<file path="config.mk">
export PLATFORM = sky130hd
export DESIGN_NAME = acgr_ctrl
export DESIGN_NICKNAME = d
export VERILOG_FILES = /design/src/hdl/acgr_pkg.sv /design/src/hdl/acgr_ctrl.sv
export SDC_FILE = /design/constraint.sdc
export NUM_CORES = 1
export LEC_CHECK = 0
export BUFFER_PORTS_ARGS = -buffer_cell sky130_fd_sc_hd__buf_2
export CAP_MARGIN = 10
export CORE_MARGIN = 10
export CORE_UTILIZATION = 30
export CTS_CLUSTER_DIAMETER = 30
export DETAILED_ROUTE_END_ITERATION = 10
export PLACE_DENSITY_LB_ADDON = 0.12
export RECOVER_POWER = 100
export SLEW_MARGIN = 20
export SYNTH_ARGS = -nofsm -noshare
export SYNTH_HDL_FRONTEND = slang
export SYNTH_SLANG_ARGS = --single-unit
</file>
<file path="constraint.sdc">
create_clock -name clock -period 2.25 [get_ports clock]
set_input_delay 0.1125 -clock clock [delete_from_list [all_inputs] [get_ports clock]]
set_output_delay 0.1125 -clock clock [all_outputs]
set_load 0.1 [all_outputs]
</file>
<file path="src/hdl/acgr_pkg.sv">
// acgr_pkg: shared constants, types and the window table of the grain resynthesizer
// used by acgr_ctrl, acgr_dp and autocorrelation_grain_resynth_unit
`default_nettype none

package acgr_pkg;

   localparam int RING_DEPTH = 256;
   localparam int RING_AW    = 8;
   localparam int LAG_COUNT  = 128;
   localparam int LAG_AW     = 7;
   localparam int WIN_LEN    = 2 * LAG_COUNT;
   localparam int SQ_STEPS   = 32;
   localparam int DIV_STEPS  = 22;
   localparam int GRAIN_TERMS = 2 * LAG_COUNT - 1;

   localparam logic [63:0] PI_Q30  = 64'd3373259426;
   localparam logic [63:0] ONE_Q30 = 64'd1 << 30;

   localparam logic [15:0] COEFF_RESET = 16'd65483;
   localparam logic [31:0] STEP_RESET  = 32'd0;

   localparam logic [0:0] REG_COEFF = 1'b0;
   localparam logic [0:0] REG_STEP  = 1'b1;

   typedef logic [16:0] win_tab_type [WIN_LEN];

   typedef struct packed {
      logic       clr;
      logic       accept;
      logic       lag_rd;
      logic       lag_mul1;
      logic       lag_mul2;
      logic       lag_wr;
      logic       sq_init;
      logic       sq_step;
      logic       dv_init;
      logic       dv_step;
      logic       gr_rd;
      logic       gr_mul1;
      logic       gr_mul2;
      logic       gr_wr;
      logic       out_rd;
      logic       out_mul;
      logic       out_load;
      logic [7:0] idx;
   } acgr_cmd_type;

   typedef struct packed {
      logic fire;
      logic rsp_busy;
   } acgr_status_type;

   function automatic win_tab_type build_win();
      win_tab_type tab;
      logic [63:0] j;
      logic [63:0] a;
      logic [63:0] a2;
      logic [63:0] t;
      logic [63:0] s;
      for (int i = 0; i < WIN_LEN; i++) begin
         j = (i <= WIN_LEN / 2) ? 64'(i) : 64'(WIN_LEN - i);
         a = (PI_Q30 * j + 64'(WIN_LEN / 2)) / WIN_LEN;
         a2 = (a * a) >> 30;
         t = ONE_Q30;
         t = ONE_Q30 - ((a2 * t) >> 30) / 110;
         t = ONE_Q30 - ((a2 * t) >> 30) / 72;
         t = ONE_Q30 - ((a2 * t) >> 30) / 42;
         t = ONE_Q30 - ((a2 * t) >> 30) / 20;
         t = ONE_Q30 - ((a2 * t) >> 30) / 6;
         s = (a * t) >> 30;
         tab[i] = 17'((s * s + (64'd1 << 43)) >> 44);
      end
      return tab;
   endfunction

   localparam win_tab_type WIN_TAB = build_win();

   function automatic logic signed [31:0] sat32(input logic signed [41:0] v);
      logic signed [31:0] r;
      if (v > 42'sd2147483647) begin
         r = 32'sh7fffffff;
      end else if (v < -42'sd2147483648) begin
         r = 32'sh80000000;
      end else begin
         r = 32'(v);
      end
      return r;
   endfunction

   function automatic logic signed [15:0] sat16(input logic signed [18:0] v);
      logic signed [15:0] r;
      if (v > 19'sd32767) begin
         r = 16'sh7fff;
      end else if (v < -19'sd32768) begin
         r = 16'sh8000;
      end else begin
         r = 16'(v);
      end
      return r;
   endfunction

endpackage

`default_nettype wire

</file>
<file path="src/hdl/acgr_ctrl.sv">
// acgr_ctrl: sequencer of the grain resynthesizer
// steps acgr_dp through clear, lag update, reciprocal root, grain add and output; uses acgr_pkg
`default_nettype none

module acgr_ctrl (
   input  wire                       clock,
   input  wire                       reset,
   input  wire                       req_valid,
   output logic                      req_ready,
   input  acgr_pkg::acgr_status_type status,
   output acgr_pkg::acgr_cmd_type    cmd
);

   localparam logic [4:0] S_CLR  = 5'd0;
   localparam logic [4:0] S_IDLE = 5'd1;
   localparam logic [4:0] S_LRD  = 5'd2;
   localparam logic [4:0] S_LM1  = 5'd3;
   localparam logic [4:0] S_LM2  = 5'd4;
   localparam logic [4:0] S_LWR  = 5'd5;
   localparam logic [4:0] S_SQI  = 5'd6;
   localparam logic [4:0] S_SQ   = 5'd7;
   localparam logic [4:0] S_DVI  = 5'd8;
   localparam logic [4:0] S_DV   = 5'd9;
   localparam logic [4:0] S_GRD  = 5'd10;
   localparam logic [4:0] S_GM1  = 5'd11;
   localparam logic [4:0] S_GM2  = 5'd12;
   localparam logic [4:0] S_GWR  = 5'd13;
   localparam logic [4:0] S_ORD  = 5'd14;
   localparam logic [4:0] S_OMUL = 5'd15;
   localparam logic [4:0] S_OOUT = 5'd16;

   logic [4:0] state_ff, state_in;
   logic [7:0] idx_ff, idx_in;

   always_ff @(posedge clock) begin
      if (reset) begin
         state_ff <= S_CLR;
         idx_ff   <= '0;
      end else begin
         state_ff <= state_in;
         idx_ff   <= idx_in;
      end
   end

   always_comb begin
      state_in  = state_ff;
      idx_in    = idx_ff;
      cmd       = '0;
      cmd.idx   = idx_ff;
      req_ready = 1'b0;
      case (state_ff)
         S_CLR: begin
            cmd.clr = 1'b1;
            idx_in  = idx_ff + 8'd1;
            if (idx_ff == 8'(acgr_pkg::RING_DEPTH - 1)) begin
               state_in = S_IDLE;
            end
         end
         S_IDLE: begin
            req_ready = 1'b1;
            idx_in    = '0;
            if (req_valid) begin
               cmd.accept = 1'b1;
               state_in   = S_LRD;
            end
         end
         S_LRD: begin
            cmd.lag_rd = 1'b1;
            state_in   = S_LM1;
         end
         S_LM1: begin
            cmd.lag_mul1 = 1'b1;
            state_in     = S_LM2;
         end
         S_LM2: begin
            cmd.lag_mul2 = 1'b1;
            state_in     = S_LWR;
         end
         S_LWR: begin
            cmd.lag_wr = 1'b1;
            idx_in     = idx_ff + 8'd1;
            state_in   = S_LRD;
            if (idx_ff == 8'(acgr_pkg::LAG_COUNT - 1)) begin
               idx_in   = '0;
               state_in = status.fire ? S_SQI : S_ORD;
            end
         end
         S_SQI: begin
            cmd.sq_init = 1'b1;
            state_in    = S_SQ;
         end
         S_SQ: begin
            cmd.sq_step = 1'b1;
            idx_in      = idx_ff + 8'd1;
            if (idx_ff == 8'(acgr_pkg::SQ_STEPS - 1)) begin
               idx_in   = '0;
               state_in = S_DVI;
            end
         end
         S_DVI: begin
            cmd.dv_init = 1'b1;
            state_in    = S_DV;
         end
         S_DV: begin
            cmd.dv_step = 1'b1;
            idx_in      = idx_ff + 8'd1;
            if (idx_ff == 8'(acgr_pkg::DIV_STEPS - 1)) begin
               idx_in   = '0;
               state_in = S_GRD;
            end
         end
         S_GRD: begin
            cmd.gr_rd = 1'b1;
            state_in  = S_GM1;
         end
         S_GM1: begin
            cmd.gr_mul1 = 1'b1;
            state_in    = S_GM2;
         end
         S_GM2: begin
            cmd.gr_mul2 = 1'b1;
            state_in    = S_GWR;
         end
         S_GWR: begin
            cmd.gr_wr = 1'b1;
            idx_in    = idx_ff + 8'd1;
            state_in  = S_GRD;
            if (idx_ff == 8'(acgr_pkg::GRAIN_TERMS - 1)) begin
               idx_in   = '0;
               state_in = S_ORD;
            end
         end
         S_ORD: begin
            cmd.out_rd = 1'b1;
            state_in   = S_OMUL;
         end
         S_OMUL: begin
            cmd.out_mul = 1'b1;
            state_in    = S_OOUT;
         end
         S_OOUT: begin
            if (!status.rsp_busy) begin
               cmd.out_load = 1'b1;
               state_in     = S_IDLE;
            end
         end
         default: begin
            state_in = S_IDLE;
         end
      endcase
   end

endmodule

`default_nettype wire

</file>
==> results of run 1 <==
[where the power goes]
part,total (µW),internal [µW],leakage [µW],switching (µW)
Clock,152,68.9,0.0000150,83.2
Combinational,64.6,15.1,0.000382,49.5
Sequential,246,235,0.000106,10.5
Total,463,319,0.000503,143
[layout by cell type (no fill, tap or decap), types with 2 or more instances in the layout]
cell,Yosys,routed
dfxtp_2,0,3
o31ai_1,2,2
clkbuf_4,0,4
dfxtp_1,13,10
nand4_1,3,3
or3_1,3,3
nor2_2,0,8
nand2b_1,3,3
a211oi_1,5,5
clkbuf_2,0,16
nor3b_1,2,2
ha_1,3,3
nor3_2,1,2
buf_4,0,9
a31oi_1,3,3
nand3_1,4,4
nor3_1,8,6
buf_2,3,6
and2_1,3,3
inv_1,6,6
xnor2_1,7,7
clkbuf_1,6,9
nand2_1,4,4
nor4_1,3,3
a21oi_1,3,3
nor2_1,26,17
nand3b_1,2,2
[area by class of cell]
cell class | count | area [µm²] | area share, %
timing repair buffer | 40 | 215 | 16.6
multi-input combinational | 104 | 709 | 54.7
sequential | 13 | 264 | 20.4
clock buffer | 4 | 26.3 | 2.03
inverter | 7 | 26.3 | 2.03
tap | 44 | 55.1 | 4.25
[metal layers]
metal,vias to the layer above,GRT usage (%),routed length (µm)
met5,-,0,0
met4,0,4.38,40
met3,4,3.69,212
met2,27,15.4,1310
met1,464,12.9,1500
li1,545,-,-
[through the flow]
step,total power (µW),TNS [ns]
detailed placement,319,0
global placement,318,0
global route,483,0
finish,463,0
CTS,469,0
floorplan,303,-0.841
[sequential cells by signal, indices dropped and copies added, names as in the netlist]
name,cells
idx_ff,8
state_ff,5
[worst max-delay path, stage by stage (launching register included)]
cell,delay (ns)
dfxtp_1,0.39
clkbuf_4,0.21
or4_1,0.58
nor2_2,0.10
clkbuf_2,0.46
[how the worst min path moves through the flow]
stage / depth (start not counted) / endpoint
2_1_floorplan: 2 / state_ff[4]
3_3_place_gp: 3 / state_ff[4]
3_5_place_dp: 3 / state_ff[4]
4_1_cts: 3 / state_ff[4]
5_1_grt: 3 / state_ff[3]
6_report: 3 / state_ff[3]
[logic make-up (layout without fill, tap and decap cells)]
| family | Yosys count | count (layout) |
|---|---|---|
| fa+ha+maj | 3 | 3 |
| mux | 1 | 1 |
| buf+inv | 17 | 51 |
| xor+xnor | 8 | 8 |
| compound gates | 23 | 23 |
| flops | 13 | 13 |
| simple gates | 69 | 69 |
==> results.md, run 1 <==
- Post-Synth Simple-Gate Area: between 30% and 40%
- Setup violators final: 0
- Global route overflow: 0
- Io pins: 31
- Critical Path Start Type: flip-flop
- Minimum clock period: 2.13 ns
- Mapped cell area: 993 µm²
- TritonCTS Buffers: 3
- Initial antenna violation count: 0
- Top FF cell, synth: dfxtp_1
- WS Path Type: flip-flop to output pin
- Worst Setup SP: state_ff[0]
- DRT iter0 DRCs: 56
- Maxcap violations: 0
- Vias: between 1000 and 1500
- Number of diodes: 0
- R2R depth: 5
- # DRC: 0
- Max IR drop VDD: 0.000220 V
- Share of post-route cells with drive strength above 1: 33.3%
- Finished Layout Cells: 212
- Synth Area in XOR/XNOR: 7.05%
- Synth cell types: 42
- Worst setup EP type: output pin
- Core area: 0.00310 mm²
- Synth Area in Compound Gates: a little under a fifth
- R2R Path Start: idx_ff[5]
- Mux cell area share after synthesis: about 1.1%
- First-pass GRT wire length: roughly 5.1 mm
- Unrepaired setup endpoints after global routing: no
- Syn avg cell area: 7.41 µm²
- Final Net Count: 177
- Final instance area: 0.00130 mm²
- Hold Startpoint: status[1]
- Placed Cells: ~210
- CP required: 2.14 ns
- Worst-Margin Slew: 1.17 ns
- Min-delay worst type: input port to flip-flop
- Placed Area: 0.00130 mm²
- Hold WS: 0.0984 ns
- PD cells: about 360 mW/mm²
- # fillers: 353
- Buffer type at the clock tree root: clkbuf_4
- Gr usage total: 10.3%
- DIE AREA: 0.00601 mm²
- CTS tree: yes
- # port buffers: 30
- Setup bufs post-CTS: 0
- CTS sink cnt: 13
- Die width: 77.5 µm
- Synth top area cells: dfxtp_1 (26%), nor2_1 (9.8%), xnor2_1 (6.2%), nor3_1 (4.0%), a211oi_1 (3.8%)
- Drt wl/cell: between 10 and 15 µm
- Clk_lat worst skew: 0.28 ns
- CTS Buffer Depth: 2
- Area Growth Syn to Fin: 30.5%
- Cts hold-fix bufs: 0
- Reg clk slew, reported paths: 0.08 ns
- Max_slew headroom: 22.6%
- Final wirelength: 3.06 mm
- Final Util: 41.8%
- Htree depth: 1
- Pre-CTS WS: 0.244 ns
- Most common library cells after synthesis: nor2_1 (26), dfxtp_1 (13), nor3_1 (8)
- Max Freq: 469 MHz
- Syn Nets: 142
- Final Cycle Share: 94.9%
- Synth Warn #: 0
- Max Transition Viols Final: 0
- Register area share after synthesis: 26.2%
- Vias/cell: 4.91
- Reg2reg setup slack: 0.20 ns
- Drt pass-1 iters: 4
- Final Hold Viols: 0
- Post-Synth Adder-Cell Area: 3.78%
- Worst EP arrival: ~2.0 ns
- Post-synth EDFFs: 0
- Asr flop ratio synth: 0%
- GP Congestion: 0.801
- # resized after CTS: 0
- Post-DP HPWL: 2.44 mm
- Initial Util: 32.0%
- Synth top area share: a little over a quarter
- Outcome: completed
- Yosys top cell by area: dfxtp_1
- Pleak: 0.000503 µW
- Post-synthesis sequential element count: 13
- Antenna Nets Post-Route: 0
- Die span in y: 77.5 µm
- Vias in the first global route: ~1100
- Gate Count Post-Synth: 134
- Placement row count: 20
- Final Worst Setup Slack: around 0.12 ns
- Crit path max fanout: 8
- Main combinational cell family by area after synthesis: simple AND/OR/NAND/NOR gates
- Clk_skew: 0.00479 ns
- Most numerous cell in the Yosys netlist: nor2_1
- Endpoint of the worst register-to-register path: idx_ff[3]
- Worst setup path endpoint: cmd[24]
- Largest net degree at the start of global routing: 22
No activity file was read; power rests on OpenSTA's default activity.
==> inputs of run 2 (changes only) <==
--- a/config.mk
+++ b/config.mk
@@ -7,6 +7,7 @@
 export LEC_CHECK = 0
 export BUFFER_PORTS_ARGS = -buffer_cell sky130_fd_sc_hd__buf_2
 export CAP_MARGIN = 10
+export CORE_ASPECT_RATIO = 0.9
 export CORE_MARGIN = 10
 export CORE_UTILIZATION = 30
 export CTS_CLUSTER_DIAMETER = 30
==> constraint.sdc (replaced) <==
create_clock -name clock -period 2.25 [get_ports clock]
set_input_delay 0.1125 -clock clock [delete_from_list [all_inputs] [get_ports clock]]
set_output_delay 0.1125 -clock clock [all_outputs]
set_load 0.05 [all_outputs]
==> results.md, run 2 (synthesized netlist as in run 1, its figures left out) <==
- Setup violators final: 0
- Final Cycle Share: 92.1%
- Worst-Margin Slew: 0.612 ns
- Final Util: 38.8%
- Die width: 80.7 µm
- Number of diodes: 0
- CTS Buffer Depth: 2
- CP max stage delay: around 0.52 ns
- Minimum clock period: 2.07 ns
- First-pass GRT wire length: 4.70 mm
- Hold WS: 0.140 ns
- Largest net degree at the start of global routing: 22
- TritonCTS Buffers: 3
- Sw frac: between 20% and 30%
- Reg clk slew, reported paths: 0.06 ns
- Die span in y: 74.6 µm
- Pre-CTS WS: about 0.21 ns
- Core area: 0.00311 mm²
- Final wirelength: 2.93 mm
- Share of post-route cells with drive strength above 1: a little over an eighth
- Antenna Nets Post-Route: 0
- Placed Cells: 202
- Post-DP HPWL: 2.27 mm
- # resized after CTS: 0
- Pleak: 0.000429 µW
- WS Path Type: flip-flop to flip-flop
- Vias: 1080
- Clk network pwr share: 42.2%
- Area Growth Syn to Fin: 21.7%
- Critical path's slowest cell: dfxtp_1
- Final Hold Viols: 0
- Biggest register: idx_ff
- Commonest non-fill, non-tap cell in the layout: nor2_1
- Clk_skew: 0.00313 ns
- Cell mode on critical path: nor2_1
- Max_slew headroom: 59.4%
- Number of flip-flops in the largest register: 8
- Vias/cell: between 5 and 6
- Max IR drop VDD: 0.000203 V
- Largest registers: idx_ff: 8 flops, state_ff: 5 flops
- Finished Layout Cells: 206
- Final Worst Setup Slack: 0.178 ns
- Worst setup EP type: flip-flop
- GP Congestion: 0.765
- Gr usage total: about 9.6%
- Outcome: completed
- Vias in the first global route: 991
- Drt pass-1 iters: 4
- Setup TNS: 0 ns
- Crit path cell chain: or3b_1 -> clkbuf_1 -> nor2_1 -> a21oi_1 -> o31ai_4 -> nor2_1
- Htree depth: 1
- Combinational power share: under 10%
- Global route overflow: 0
- Most frequent cells in the layout: nor2_1 (26), clkbuf_1 (24), dfxtp_1 (13), nor3_1 (9), xnor2_1 (7)
- Buffer type at the clock tree root: clkbuf_8
- Maxcap violations: 0
- Critical Path Start Type: flip-flop
- Initial antenna violation count: 0
- # DRC: 0
- Internal power: 375 µW
- Min-delay worst type: input port to flip-flop
- Setup bufs post-CTS: 0
- Clk_lat worst skew: 0.24 ns
- Max Freq: 483 MHz
- DIE AREA: approximately 0.0060 mm²
- Unrepaired setup endpoints after global routing: no
- Placement row count: 19
- Crit path max fanout: 12
- Sequential share of power: 48.5%
- CTS sink cnt: 13
- P_sw: around 130 µW
- Final Net Count: roughly 170
- Drt wl/cell: 14.2 µm
- CP required: 2.37 ns
- Io pins: 31
- Cts hold-fix bufs: 0
- DRT iter0 DRCs: 76
- Initial Util: between 30% and 40%
- PD cells: around 420 mW/mm²
- # port buffers: 30
- CTS tree: yes
- Max Transition Viols Final: 0
- Worst EP arrival: 2.20 ns
==> run 2: changes by cell type in the layout (fill, tap and decap cells not counted), moves of 2 or more <==
cell      change
nor2_1        +9
dfxtp_2       -3
clkbuf_8      +3
nor3_2        -2
clkbuf_2     -12
buf_2         -2
dfxtp_1       +3
buf_4         -4
clkbuf_1     +15
clkbuf_4      -4
nor2_2        -8
nor3_1        +3
==> run 2: stage by stage <==
stage / total power [µW] / instance area (µm²)
6_report: 505 / 1210
5_1_grt: 520 / 1210
4_1_cts: 512 / 1250
3_5_place_dp: 299 / 1200
3_3_place_gp: 298 / 1200
2_1_floorplan: 284 / 996
==> run 2: final timing paths <==
kind,cells after the start,slack [ns],from,endpoint
hold reg to reg,2,0.57,idx_ff[5],idx_ff[5]
hold / removal,3,0.14,status[1],state_ff[3]
setup reg to reg,6,0.18,state_ff[2],idx_ff[7]
setup / recovery,6,0.18,state_ff[2],idx_ff[7]
==> run 2: critical path: cells and delay by family, from the launching register on <==
family	cells	cell delay, ns
and+or+nand+nor	3	0.72
AOI/OAI and AO/OA	2	0.53
DFF	1	0.52
buffers and inverters	1	0.18
==> run 2: metal layers <==
metal	routed length [µm]	vias to the layer above	global-route usage, %
li1	-	537	-
met2	1300	29	15.2
met1	1420	510	12.3
met4	25	0	2.30
met5	0	-	0
met3	174	4	3.13
==> run 2: layout make-up <==
cell class	instances	area (µm²)
well taps	42	52.6
inverters	7	26.3
clock buffers	4	45.0
repair buffers	36	164
flip-flops and latches	13	260
fillers	340	1910
multi-input cells	104	661
==> run 2: power by group through the flow <==
| stage | Sequential [µW] | Clock, µW | Combinational (µW) |
|---|---|---|---|
| 3_5_place_dp | 250 | 0 | 48.5 |
| 6_report | 245 | 213 | 46.7 |
| 4_1_cts | 245 | 218 | 48.8 |
| 2_1_floorplan | 264 | 0 | 19.9 |
| 5_1_grt | 247 | 222 | 51.8 |
| 3_3_place_gp | 250 | 0 | 48.2 |
==> inputs of run 3 (changes only) <==
--- a/config.mk
+++ b/config.mk
@@ -5,6 +5,7 @@
 export SDC_FILE = /design/constraint.sdc
 export NUM_CORES = 1
 export LEC_CHECK = 0
+export ABC_AREA = 1
 export BUFFER_PORTS_ARGS = -buffer_cell sky130_fd_sc_hd__buf_2
 export CAP_MARGIN = 10
 export CORE_ASPECT_RATIO = 0.9
@@ -14,7 +15,6 @@
 export DETAILED_ROUTE_END_ITERATION = 10
 export PLACE_DENSITY_LB_ADDON = 0.12
 export RECOVER_POWER = 100
-export SLEW_MARGIN = 20
 export SYNTH_ARGS = -nofsm -noshare
 export SYNTH_HDL_FRONTEND = slang
 export SYNTH_SLANG_ARGS = --single-unit
==> results.md, run 3 <==
- Antenna Nets Post-Route: 0
- Clk network pwr share: 17.0%
- WS Path Type: flip-flop to output pin
- Area Growth Syn to Fin: 17.3%
- Crit path cell chain: nand2_1 -> inv_1 -> nand2_1 -> inv_1 -> clkbuf_1
- Post-DP HPWL: between 2 and 3 mm
- TritonCTS Buffers: 3
- Max Transition Viols Final: 0
- # fillers: 392
- Initial antenna violation count: 0
- # resized after CTS: 0
- Setup TNS: 0 ns
- Final Net Count: 214
- Combinational power share: 57.0%
- Final wirelength: ~3.2 mm
- Setup bufs post-CTS: 0
- # DRC: 0
- Mapped cell area: 0.00112 mm²
- Minimum clock period: between 1.5 and 2 ns
- Clk_skew: 0.00258 ns
- Sw frac: 54.2%
- Post-synthesis sequential element count: 13
- Largest net degree at the start of global routing: 11
- Commonest non-fill, non-tap cell in the layout: nand2_1
- Cts hold-fix bufs: 0
- Die span in y: 78.0 µm
- Share of post-route cells with drive strength above 1: between 15 and 20%
- CP max stage delay: roughly 0.46 ns
- Gate Count Post-Synth: between 150 and 200
- Asr flop ratio synth: 0%
- Mux cell area share after synthesis: 0%
- Max_slew headroom: 58.9%
- Unrepaired setup endpoints after global routing: no
- Global route overflow: 0
- Syn Nets: 179
- Setup violators final: 0
- Final Hold Viols: 0
- Most frequent cells in the layout: nand2_1 (43), nor2_1 (31), clkbuf_1 (27), inv_1 (23)
- Htree depth: 1
- Register area share after synthesis: 23.2%
- P_sw: 662 µW
- Initial Util: 32.2%
- Post-Synth Simple-Gate Area: 55.6%
- Synth Warn #: 0
- First-pass GRT wire length: 5.51 mm
- Drt wl/cell: around 13 µm
- Reg clk slew, reported paths: 0.05 ns
- Post-Synth Adder-Cell Area: about 3.4%
- Critical Path Start Type: flip-flop
- Sequential share of power: 25.9%
- Vias/cell: 4.64
- DRT iter0 DRCs: 69
- Crit path max fanout: 6
- Synth cell types: 26
- CTS Buffer Depth: 2
- Internal power: 560 µW
- Syn avg cell area: 6.55 µm²
- Synth top area share: 23.2%
- Gr usage total: 9.96%
- Final Util: 37.8%
- Maxcap violations: 0
- Clk_lat worst skew: approximately 0.24 ns
- Synth Area in Compound Gates: 6.15%
- Largest registers: idx_ff: 8 flops, state_ff: 5 flops
- # port buffers: 30
- Buffer type at the clock tree root: clkbuf_8
- Outcome: completed
- Placement row count: 20
- Power, Total: 1220 µW
- Number of flip-flops in the largest register: 8
- Most common library cells after synthesis: nand2_1 (41), nor2_1 (29), inv_1 (23)
- Final Worst Setup Slack: around 0.47 ns
- Final Cycle Share: 79.3%
- Core area: 0.00348 mm²
- Most numerous cell in the Yosys netlist: nand2_1
- CTS tree: yes
- Worst EP arrival: 1.67 ns
- Biggest register: idx_ff
- Main combinational cell family by area after synthesis: simple AND/OR/NAND/NOR gates
- Vias in the first global route: 1130
- Worst-Margin Slew: ~0.6 ns
- Max Freq: 560 MHz
- Min-delay worst type: input port to flip-flop
- Synth Area in XOR/XNOR: roughly 2.3%
- Synth top area cells: dfxtp_1 (23%), nand2_1 (14%), nor2_1 (9.7%), inv_1 (7.7%), nand3_1 (5.4%)
- Post-synth EDFFs: 0
- Yosys top cell by area: dfxtp_1
- Drt pass-1 iters: 4
- GP Congestion: 0.867
- Top FF cell, synth: dfxtp_1
- DIE AREA: 0.00658 mm²
- Vias: ~1200
- Io pins: 31
- CTS sink cnt: 13
- Pre-CTS WS: 0.660 ns
- PD cells: approximately 930 mW/mm²
- Worst setup EP type: output pin
- Die width: 84.4 µm
- Critical path's slowest cell: dfxtp_1
- Max IR drop VDD: 0.000251 V
- CP required: 2.14 ns
- Pleak: 0.000569 µW
- Number of diodes: 0
run 3: worst paths after layout:
check	cells past startpoint	endpoint	slack, ns	from
worst max-delay path	5	cmd[21]	0.47	state_ff[0]
worst min-delay path	2	state_ff[4]	0.10	reset
worst max register to register	8	idx_ff[0]	0.59	idx_ff[1]
worst min register to register	2	idx_ff[6]	0.51	idx_ff[6]
run 3: worst max-delay path: cells and delay by family (launching register included):
kind	cells	cell delay, ns
AND/OR/NAND/NOR	2	0.33
buffers and inverters	3	0.64
flip-flops	1	0.46
run 3: cells by family (layout without fill, tap and decap cells):
family                     count (synthesis)  in the layout
adders and majority gates                  3              3
buffers and inverters                     27             61
and+or+nand+nor                          115            115
xor gates and xnor gates                   3              3
DFF                                       13             13
AOI/OAI and AO/OA                         10             10
run 3: cell type report:
| type | count | area, µm² | area share (%) |
|---|---|---|---|
| flip-flops and latches | 13 | 260 | 19.8 |
| clock buffers | 4 | 45.0 | 3.43 |
| inverters | 27 | 104 | 7.90 |
| repair buffers | 30 | 118 | 8.95 |
| well taps | 44 | 55.1 | 4.19 |
| multi-input cells | 131 | 732 | 55.7 |
run 3: power groups by stage:
stage | clock network [µW] | registers [µW] | logic [µW]
floorplan | 0 | 370 | 534
CTS | 214 | 314 | 743
global route | 227 | 323 | 775
finish | 208 | 317 | 696
detailed placement | 0 | 320 | 740
global placement | 0 | 316 | 736
run 3: routing by layer:
metal / global-route usage [%] / up-vias / wire length, µm
met5: 0 / - / 0
met4: 2.96 / 0 / 23
met3: 2.61 / 2 / 165
met2: 15.0 / 25 / 1450
met1: 13.5 / 523 / 1580
li1: - / 606 / -
run 3: per-stage QoR:
| step | area (µm²) | hold WS (ns) | instances |
|---|---|---|---|
| floorplan | 1120 | 0.182 | 171 |
| global placement | 1330 | 0.354 | 245 |
| detailed placement | 1330 | 0.352 | 245 |
| CTS | 1370 | 0.103 | 249 |
| global route | 1310 | 0.128 | 249 |
| finish | 1310 | 0.102 | 249 |
